--- src/sv/gjmi_pkg.sv ---
package gjmi_pkg;

    localparam int MAX_DIM  = 8;
    localparam int IDX_W    = $clog2(MAX_DIM);
    localparam int ADDR_W   = 2 * IDX_W;
    localparam int DEPTH    = MAX_DIM * MAX_DIM;
    localparam int DATA_W   = 32;
    localparam int SIZE_W   = 4;
    localparam int FRAC_W   = 16;
    localparam int DIV_BITS = DATA_W + FRAC_W;
    localparam int DIV_CNT_W = $clog2(DIV_BITS);

    localparam logic [DATA_W-1:0] Q_ONE = 32'h0001_0000;
    localparam logic [DATA_W-1:0] Q_MAX = 32'h7FFF_FFFF;
    localparam logic [DATA_W-1:0] Q_MIN = 32'h8000_0000;

    typedef enum logic [4:0] {
        ST_LOAD,
        ST_INIT,
        ST_PIV_RD,
        ST_PIV_CHK,
        ST_SRCH_RD,
        ST_SRCH_CHK,
        ST_SWP_RD,
        ST_SWP_WA,
        ST_SWP_WB,
        ST_ELIM_RD,
        ST_ELIM_DIV,
        ST_ELIM_WAIT,
        ST_ROW_RD,
        ST_MULW,
        ST_SUBW,
        ST_MULI,
        ST_SUBI,
        ST_SING,
        ST_NORM_RD,
        ST_NORM_PIV,
        ST_OUT_RD,
        ST_OUT_DIV,
        ST_OUT_WAIT,
        ST_OUT_HOLD
    } state_t;

    function automatic logic [ADDR_W-1:0] cell_addr(input logic [IDX_W-1:0] row,
                                                    input logic [IDX_W-1:0] col);
        return {row, col};
    endfunction

endpackage

--- src/sv/gjmi_div.sv ---
module gjmi_div
    import gjmi_pkg::*;
(
    input  logic              aclk,
    input  logic              aresetn,
    input  logic              start,
    input  logic [DATA_W-1:0] dividend,
    input  logic [DATA_W-1:0] divisor,
    output logic              done,
    output logic [DATA_W-1:0] quotient
);

    // Restoring division of (dividend * 2^16) by divisor, one quotient bit per cycle.
    logic                 busy_reg;
    logic                 done_reg;
    logic [DIV_CNT_W-1:0] cnt_reg;
    logic [DATA_W:0]      rem_reg;
    logic [DIV_BITS-1:0]  quo_reg;
    logic [DATA_W-1:0]    dvs_reg;
    logic                 neg_reg;
    logic                 zero_reg;
    logic                 apos_reg;
    logic [DATA_W-1:0]    q_reg;

    logic [DATA_W-1:0]    a_mag;
    logic [DATA_W-1:0]    b_mag;
    logic [DATA_W:0]      rem_sh;
    logic                 ge;
    logic [DIV_BITS-1:0]  quo_new;
    logic [DATA_W-1:0]    q_final;

    always_comb begin
        a_mag   = dividend[DATA_W-1] ? (~dividend + 1'b1) : dividend;
        b_mag   = divisor[DATA_W-1] ? (~divisor + 1'b1) : divisor;
        rem_sh  = {rem_reg[DATA_W-1:0], quo_reg[DIV_BITS-1]};
        ge      = (rem_sh >= {1'b0, dvs_reg});
        quo_new = {quo_reg[DIV_BITS-2:0], ge};
        if (zero_reg) begin
            q_final = apos_reg ? Q_MAX : Q_MIN;
        end else if (neg_reg) begin
            if (quo_new > DIV_BITS'({1'b0, Q_MIN})) begin
                q_final = Q_MIN;
            end else begin
                q_final = ~quo_new[DATA_W-1:0] + 1'b1;
            end
        end else begin
            if (quo_new > DIV_BITS'({1'b0, Q_MAX})) begin
                q_final = Q_MAX;
            end else begin
                q_final = quo_new[DATA_W-1:0];
            end
        end
    end

    always_ff @(posedge aclk) begin
        if (!aresetn) begin
            busy_reg <= 1'b0;
            done_reg <= 1'b0;
            cnt_reg  <= '0;
        end else begin
            done_reg <= 1'b0;
            if (start) begin
                busy_reg <= 1'b1;
                cnt_reg  <= '0;
            end else if (busy_reg) begin
                cnt_reg <= cnt_reg + 1'b1;
                if (cnt_reg == DIV_CNT_W'(DIV_BITS - 1)) begin
                    busy_reg <= 1'b0;
                    done_reg <= 1'b1;
                end
            end
        end
    end

    always_ff @(posedge aclk) begin
        if (start) begin
            quo_reg  <= {a_mag, {FRAC_W{1'b0}}};
            rem_reg  <= '0;
            dvs_reg  <= b_mag;
            neg_reg  <= dividend[DATA_W-1] ^ divisor[DATA_W-1];
            zero_reg <= (divisor == '0);
            apos_reg <= ~dividend[DATA_W-1];
        end else if (busy_reg) begin
            quo_reg <= quo_new;
            rem_reg <= ge ? (rem_sh - {1'b0, dvs_reg}) : rem_sh;
            if (cnt_reg == DIV_CNT_W'(DIV_BITS - 1)) begin
                q_reg <= q_final;
            end
        end
    end

    assign done     = done_reg;
    assign quotient = q_reg;

endmodule

--- config.mk ---
export PLATFORM = sky130hd
export DESIGN_NAME = gjmi_div
export DESIGN_NICKNAME = d
export VERILOG_FILES = /design/src/sv/gjmi_pkg.sv /design/src/sv/gjmi_div.sv
export SDC_FILE = /design/constraint.sdc
export NUM_CORES = 1
export LEC_CHECK = 0
export BUFFER_PORTS_ARGS = -buffer_cell sky130_fd_sc_hd__buf_2
export CAP_MARGIN = 20
export CORE_MARGIN = 2
export CORE_UTILIZATION = 40
export DETAILED_ROUTE_END_ITERATION = 7
export GPL_TIMING_DRIVEN = 0
export SYNTH_ARGS = -nofsm -noshare
export SYNTH_HDL_FRONTEND = slang
export SYNTH_SLANG_ARGS = --single-unit
--- constraint.sdc ---
create_clock -name aclk -period 4.6 [get_ports aclk]
set_input_delay 0.23 -clock aclk [delete_from_list [all_inputs] [get_ports aclk]]
set_output_delay 0.23 -clock aclk [all_outputs]
set_load 0.01 [all_outputs]
* After elaboration in Yosys (flattened, before gate mapping)
Cells that the tools add are included.
W data, S select, Z words.
** Storage, ports and cells
- Bits in registers :: 155
- Input bits :: 67
- Output and inout port bits :: 33
** Operators by class
- Add/sub/neg operators :: 5
- Order comparisons :: 3
- Equal/unequal tests :: 1
- Multiplexer cells :: 14
- Bitwise operators :: 8
- Reductions and logical operators :: 5
** Operators by type and width (number)
- $mux W32 :: 7
- $add A32 B1 Y32 const B :: 3
- $mux W48 :: 2
- $not A32 Y32 :: 3
- $gt A48 B31 Y1 const B :: 1
- $gt A48 B32 Y1 const B :: 1
- $ge A33 B32 Y1 :: 1
- $logic_not A32 Y1 :: 1
- $sub A32 B32 Y32 :: 1
- $mux W31 :: 1
- $add A6 B1 Y6 const B :: 1
- $eq A6 B6 Y1 const B :: 1
- $mux W1 :: 4
- $not A1 Y1 :: 4
- $reduce_and A3 Y1 :: 1
- $reduce_or A3 Y1 :: 1
- $reduce_bool A2 Y1 :: 1
- $reduce_or A2 Y1 :: 1
- $xor A1 B1 Y1 :: 1

* Logic depth before layout (Yosys ltp)
- Word-level depth :: 6
- Depth in mapped cells :: 21

* Worst setup path before layout
Ideal clock, no wire load.
- Path kind :: register to register
- Start point :: reg dvs_reg[3]
- End point :: reg q_reg[25] (netlist: quotient[25]), data pin
- Data arrival time :: 4.232 ns
- Path slack :: 0.188 ns
- Cell stages (with the launch flop) :: 20
- Clock period less this slack :: 4.412 ns
- Cell sequence :: edfxtp_1 -> inv_1 -> ha_1 -> a21o_1 -> a21o_1 -> nor4_1 -> o2111ai_1 -> nand4_1 -> a31oi_1 -> clkbuf_1 -> clkbuf_1 -> inv_1 -> ha_1 -> nand4b_1 -> or3_4 -> o31a_1 -> or2_0 -> buf_2 -> or4b_1 -> o311ai_1
** Between the ends
- Cells in the longest elaborated chain, start to end :: 6
- Elaborated cells between the ends (all ways) :: 9
- Classes of those cells :: add/sub: 1; order compare: 3; mux: 4; bitwise: 1
** Ends and longest elaborated chain
- start, declared :: RTL line gjmi_div.sv:19 : logic [DATA_W-1:0] dvs_reg;
- start signal, assigned :: RTL line gjmi_div.sv:79 : dvs_reg <= b_mag;
- $ge A33 B32 Y1 (*) :: RTL line gjmi_div.sv:36 : ge = (rem_sh >= {1'b0, dvs_reg});
- $not A32 Y32 :: RTL line gjmi_div.sv:44 : q_final = ~quo_new[DATA_W-1:0] + 1'b1;
- $add A32 B1 Y32 :: RTL line gjmi_div.sv:44
- $mux W32 :: RTL line gjmi_div.sv:41 : if (quo_new > DIV_BITS'({1'b0, Q_MIN})) begin
- $mux W32 (*) :: RTL line gjmi_div.sv:40 : end else if (neg_reg) begin
- $mux W32 (*) :: RTL line gjmi_div.sv:38 : if (zero_reg) begin
- named net q_final[25] :: RTL line gjmi_div.sv:30 : logic [DATA_W-1:0] q_final;
- end signal, assigned :: RTL line gjmi_div.sv:87 : q_reg <= q_final;
- end, declared :: RTL line gjmi_div.sv:23 : logic [DATA_W-1:0] q_reg;
Mark *: on every way through the listed nets, which the timed path passes. The rest lies on a longest branch.
A chain may end at the register's enable or synchronous reset.

* Final worst setup path
- Start point :: reg dvs_reg[23]
- End point :: reg q_reg[9] (netlist: quotient[9]), data pin
The elaborated chain is that of the path after synthesis.

==> flow_summary_export.csv <==
group,metric,value,unit
cells_and_area,antennaDiodeCount,0,
cts,cts_num_sinks,155,
floorplanning,die_w,160,um
logic_synthesis,ys_warn_count,0,
critical_path,crit_chain,"inv_1, ha_1, a21o_1, a21oi_1, o2111ai_2, nand4_1, a31oi_4, buf_8, inv_6, ha_4, nand4b_1, or3_4, o31a_1, or3_1, nor4_1, o21ai_1, o311ai_1",
cts,cts_tree,"yes",
power_and_ir_drop,ir_worst_vdd,182,uV
power_and_ir_drop,p_switching,1.03,mW
global_routing,grt_max_degree,39,
floorplanning,dieHeight,160,um
global_routing,grt_first_pass_wirelength,41.3,mm
cts,path_clk_slew,0.07,ns
cts,numCtsBuffers,17,
timing,period_share,0.956,
floorplanning,core,23600,um^2
cells_and_area,multi_input_area,5270,um^2
power_and_ir_drop,power.density,321,nW/um^2
timing,tightestPinTransition,0.887,ns
critical_path,critPathMaxFanout,7,
logic_synthesis,avgSynthCellArea,9.28,um^2
cts,h-tree-depth,4,
timing,rsz0062_at_grt,"no",
route,viasPerCell,5.60,
critical_path,critPathMaxStageDelay,0.50,ns
floorplanning,die_area,25400,um^2
timing,finalClockSkew,0.00862,ns
global_routing,grt_pass1_vias,7976,
place,portBuffers,99,
global_routing,gr-usage-all-layers,0.200,
cells_and_area,final_cells,1505,
cells_and_area,area_delta_synth_final,17.9,%
route,wirelength,25.2,mm
cts,root_buffer,"clkbuf_16",
power_and_ir_drop,power_frac_seq,0.445,
place,place_inst,1463,
critical_path,crit_path_end_kind,"register",
logic_synthesis,synthArstFlopShare,0,
critical_path,startpoint,"dvs_reg[23]",
critical_path,worstSetupPathType,"register to register",
timing,drv_slew,0,
cells_and_area,largest_register_ffs,48,
timing,final-setup-viol-count,0,
power_and_ir_drop,power.internal,2.64,mW
cts,clk-insertion-delay-late,0.43,ns
place,post_dp_cell_area,10600,um^2
critical_path,rrSetupSlack,0.20,ns
place,gp_congestion,0.901,
timing,finalSetupTns,0,ns
route,wire_per_inst,16.8,um
floorplanning,core.rowCount,56,
worst_hold_path,min-delay-start,"aresetn",
route,ant_nets,0,
global_routing,grt_antenna_before_repair,0,
route,drc,0,
floorplanning,start_util,0.410,
cells_and_area,regArea,4090,um^2
cts,cts.path.max_buffers,2,
critical_path,cp-start-kind,"register",
outcome,outcome,"completed",
job,drv_cap,0,
cells_and_area,final_area,11400,um^2
logic_synthesis,ys_seq_elements,155,
route,firstDrtPassIters,7,
logic_synthesis,synth_cell_types,63,
timing,hold_violations,0,
cells_and_area,final_nets,1277,
power_and_ir_drop,netSwitchingFraction,0.281,
worst_hold_path,holdCritPathClass,"input pin to register",
power_and_ir_drop,comb_power_share,0.178,
cells_and_area,drive_above_1_share,0.151,
timing,fmax,0.227,GHz
logic_synthesis,synth-edff-count,99,
global_routing,grt.overflow.total,0,
critical_path,cp.arrival,4.60,ns
critical_path,cpMaxStageDelayCell,"or3_1",
cells_and_area,n_fill_cell,2260,
route,vias,8433,
logic_synthesis,synth_ff_type,"edfxtp_1",
route,drt_iter0_drc,587,
place,dp_hpwl,18.7,mm
power_and_ir_drop,p_leak,4.31,nW
critical_path,worst_ep_required_time,4.81,ns
timing,period_needed,4.40,ns
logic_synthesis,syn_area,9670,um^2
logic_synthesis,ys_seq_area_frac,0.423,
critical_path,reg2reg_from,"dvs_reg[23]",
timing,timing.slew.headroom,0.409,
floorplanning,pin_count,100,
logic_synthesis,synthCells,1043,
logic_synthesis,syn_nets,1147,
power_and_ir_drop,p_clk_frac,0.377,
==> synth_stat cells (15+ instances only) <==
cell      number  area, um^2
nor2_1        90         338
edfxtp_1      99        2970
nor4_1        28         175
xor2_1        15         131
ha_1          36         450
a22o_1        30         263
clkbuf_1      43         161
dfxtp_1       56        1120
xnor2_1       77         674
inv_1         58         218
nand2_1       88         330
mux2i_1       36         360
nor3_1        22         110
a21oi_1       54         270
o31ai_1       25         188
o21ai_0       68         340
==> path summary, 6_finish.rpt <==
| check | to | cells past startpoint |
|---|---|---|
| worst max-delay path | quotient[9] | 17 |
| worst min register to register | rem_reg[16] | 2 |
| worst min-delay path | done | 2 |
| worst max register to register | quotient[9] | 17 |
==> cells in the final DEF (no fill, tap or decap), types with 15 or more instances in the layout <==
master / n
buf_2: 101
clkbuf_16: 19
o21ai_0: 65
a22o_1: 30
ha_1: 32
xor2_1: 15
xnor2_1: 77
o31ai_1: 25
nor4_1: 26
clkbuf_1: 40
edfxtp_1: 99
nor2_1: 89
dfxtp_1: 56
a21oi_1: 51
inv_1: 56
nand2_1: 88
mux2i_1: 36
nor3_1: 22
==> area by class of cell <==
| type | instances | share of cell area |
|---|---|---|
| Sequential cell | 155 | 0.359 |
| Tap cell | 319 | 0.0350 |
| Timing Repair Buffer | 113 | 0.0557 |
| Multi-Input combinational cell | 779 | 0.462 |
| Clock buffer | 22 | 0.0444 |
| Buffer | 49 | 0.0181 |
| Inverter | 58 | 0.0195 |
| Clock inverter | 10 | 0.00680 |
==> what timing repair did <==
item                       CTS  global route
setup endpoints to repair   32            23
hold buffers                 1             0
gates resized for setup     22            10
buffers inserted             7             4
pin swaps                    7             7
hold endpoints to repair     1             0
==> per-stage QoR <==
step                      hold slack (ns)   util  power, mW  setup slack (ns)
final                              0.0613  0.483       3.67             0.204
after global routing               0.0824  0.483       3.83           0.00220
after CTS                          0.0436  0.481       3.67            0.0158
after detailed placement            0.424  0.450       2.28             -1.24
after global placement              0.424  0.448       2.27             -1.27
after floorplan                     0.329      -       2.08             0.188
==> power groups by stage <==
| stage | Combinational (mW) | Sequential, mW | Clock (mW) |
|---|---|---|---|
| 2_1_floorplan | 0.442 | 1.64 | 0 |
| 3_3_place_gp | 0.615 | 1.66 | 0 |
| 3_5_place_dp | 0.624 | 1.66 | 0 |
| 4_1_cts | 0.646 | 1.63 | 1.40 |
| 5_1_grt | 0.731 | 1.64 | 1.46 |
| 6_report | 0.653 | 1.63 | 1.38 |
==> per-layer routing <==
layer,track usage,share of wire,vias up
met2,0.320,0.46,258
met5,0,0,-
met1,0.274,0.47,3985
met3,0.0297,0.048,45
li1,-,-,4145
met4,0.0760,0.028,0
==> worst max-delay path, delay by kind of cell (launching register included) <==
kind	cells	cell delay, ns
AO/OA/AOI/OAI	7	1.58
adder cells (fa/ha/maj)	2	0.45
buffers and inverters	3	0.31
flip-flops	1	0.36
AND/OR/NAND/NOR	5	1.50
==> cell families (layout without fill, tap and decap cells) <==
family,after synthesis,count (layout),share of synthesized area
and+or+nand+nor,328,328,0.168
AOI/OAI and AO/OA,284,284,0.194
DFF,155,155,0.423
buffers and inverters,109,252,0.0433
xor gates and xnor gates,92,92,0.0833
muxes,38,38,0.0396
adders and majority gates,37,37,0.0486
No activity file was read; power rests on OpenSTA's default activity.
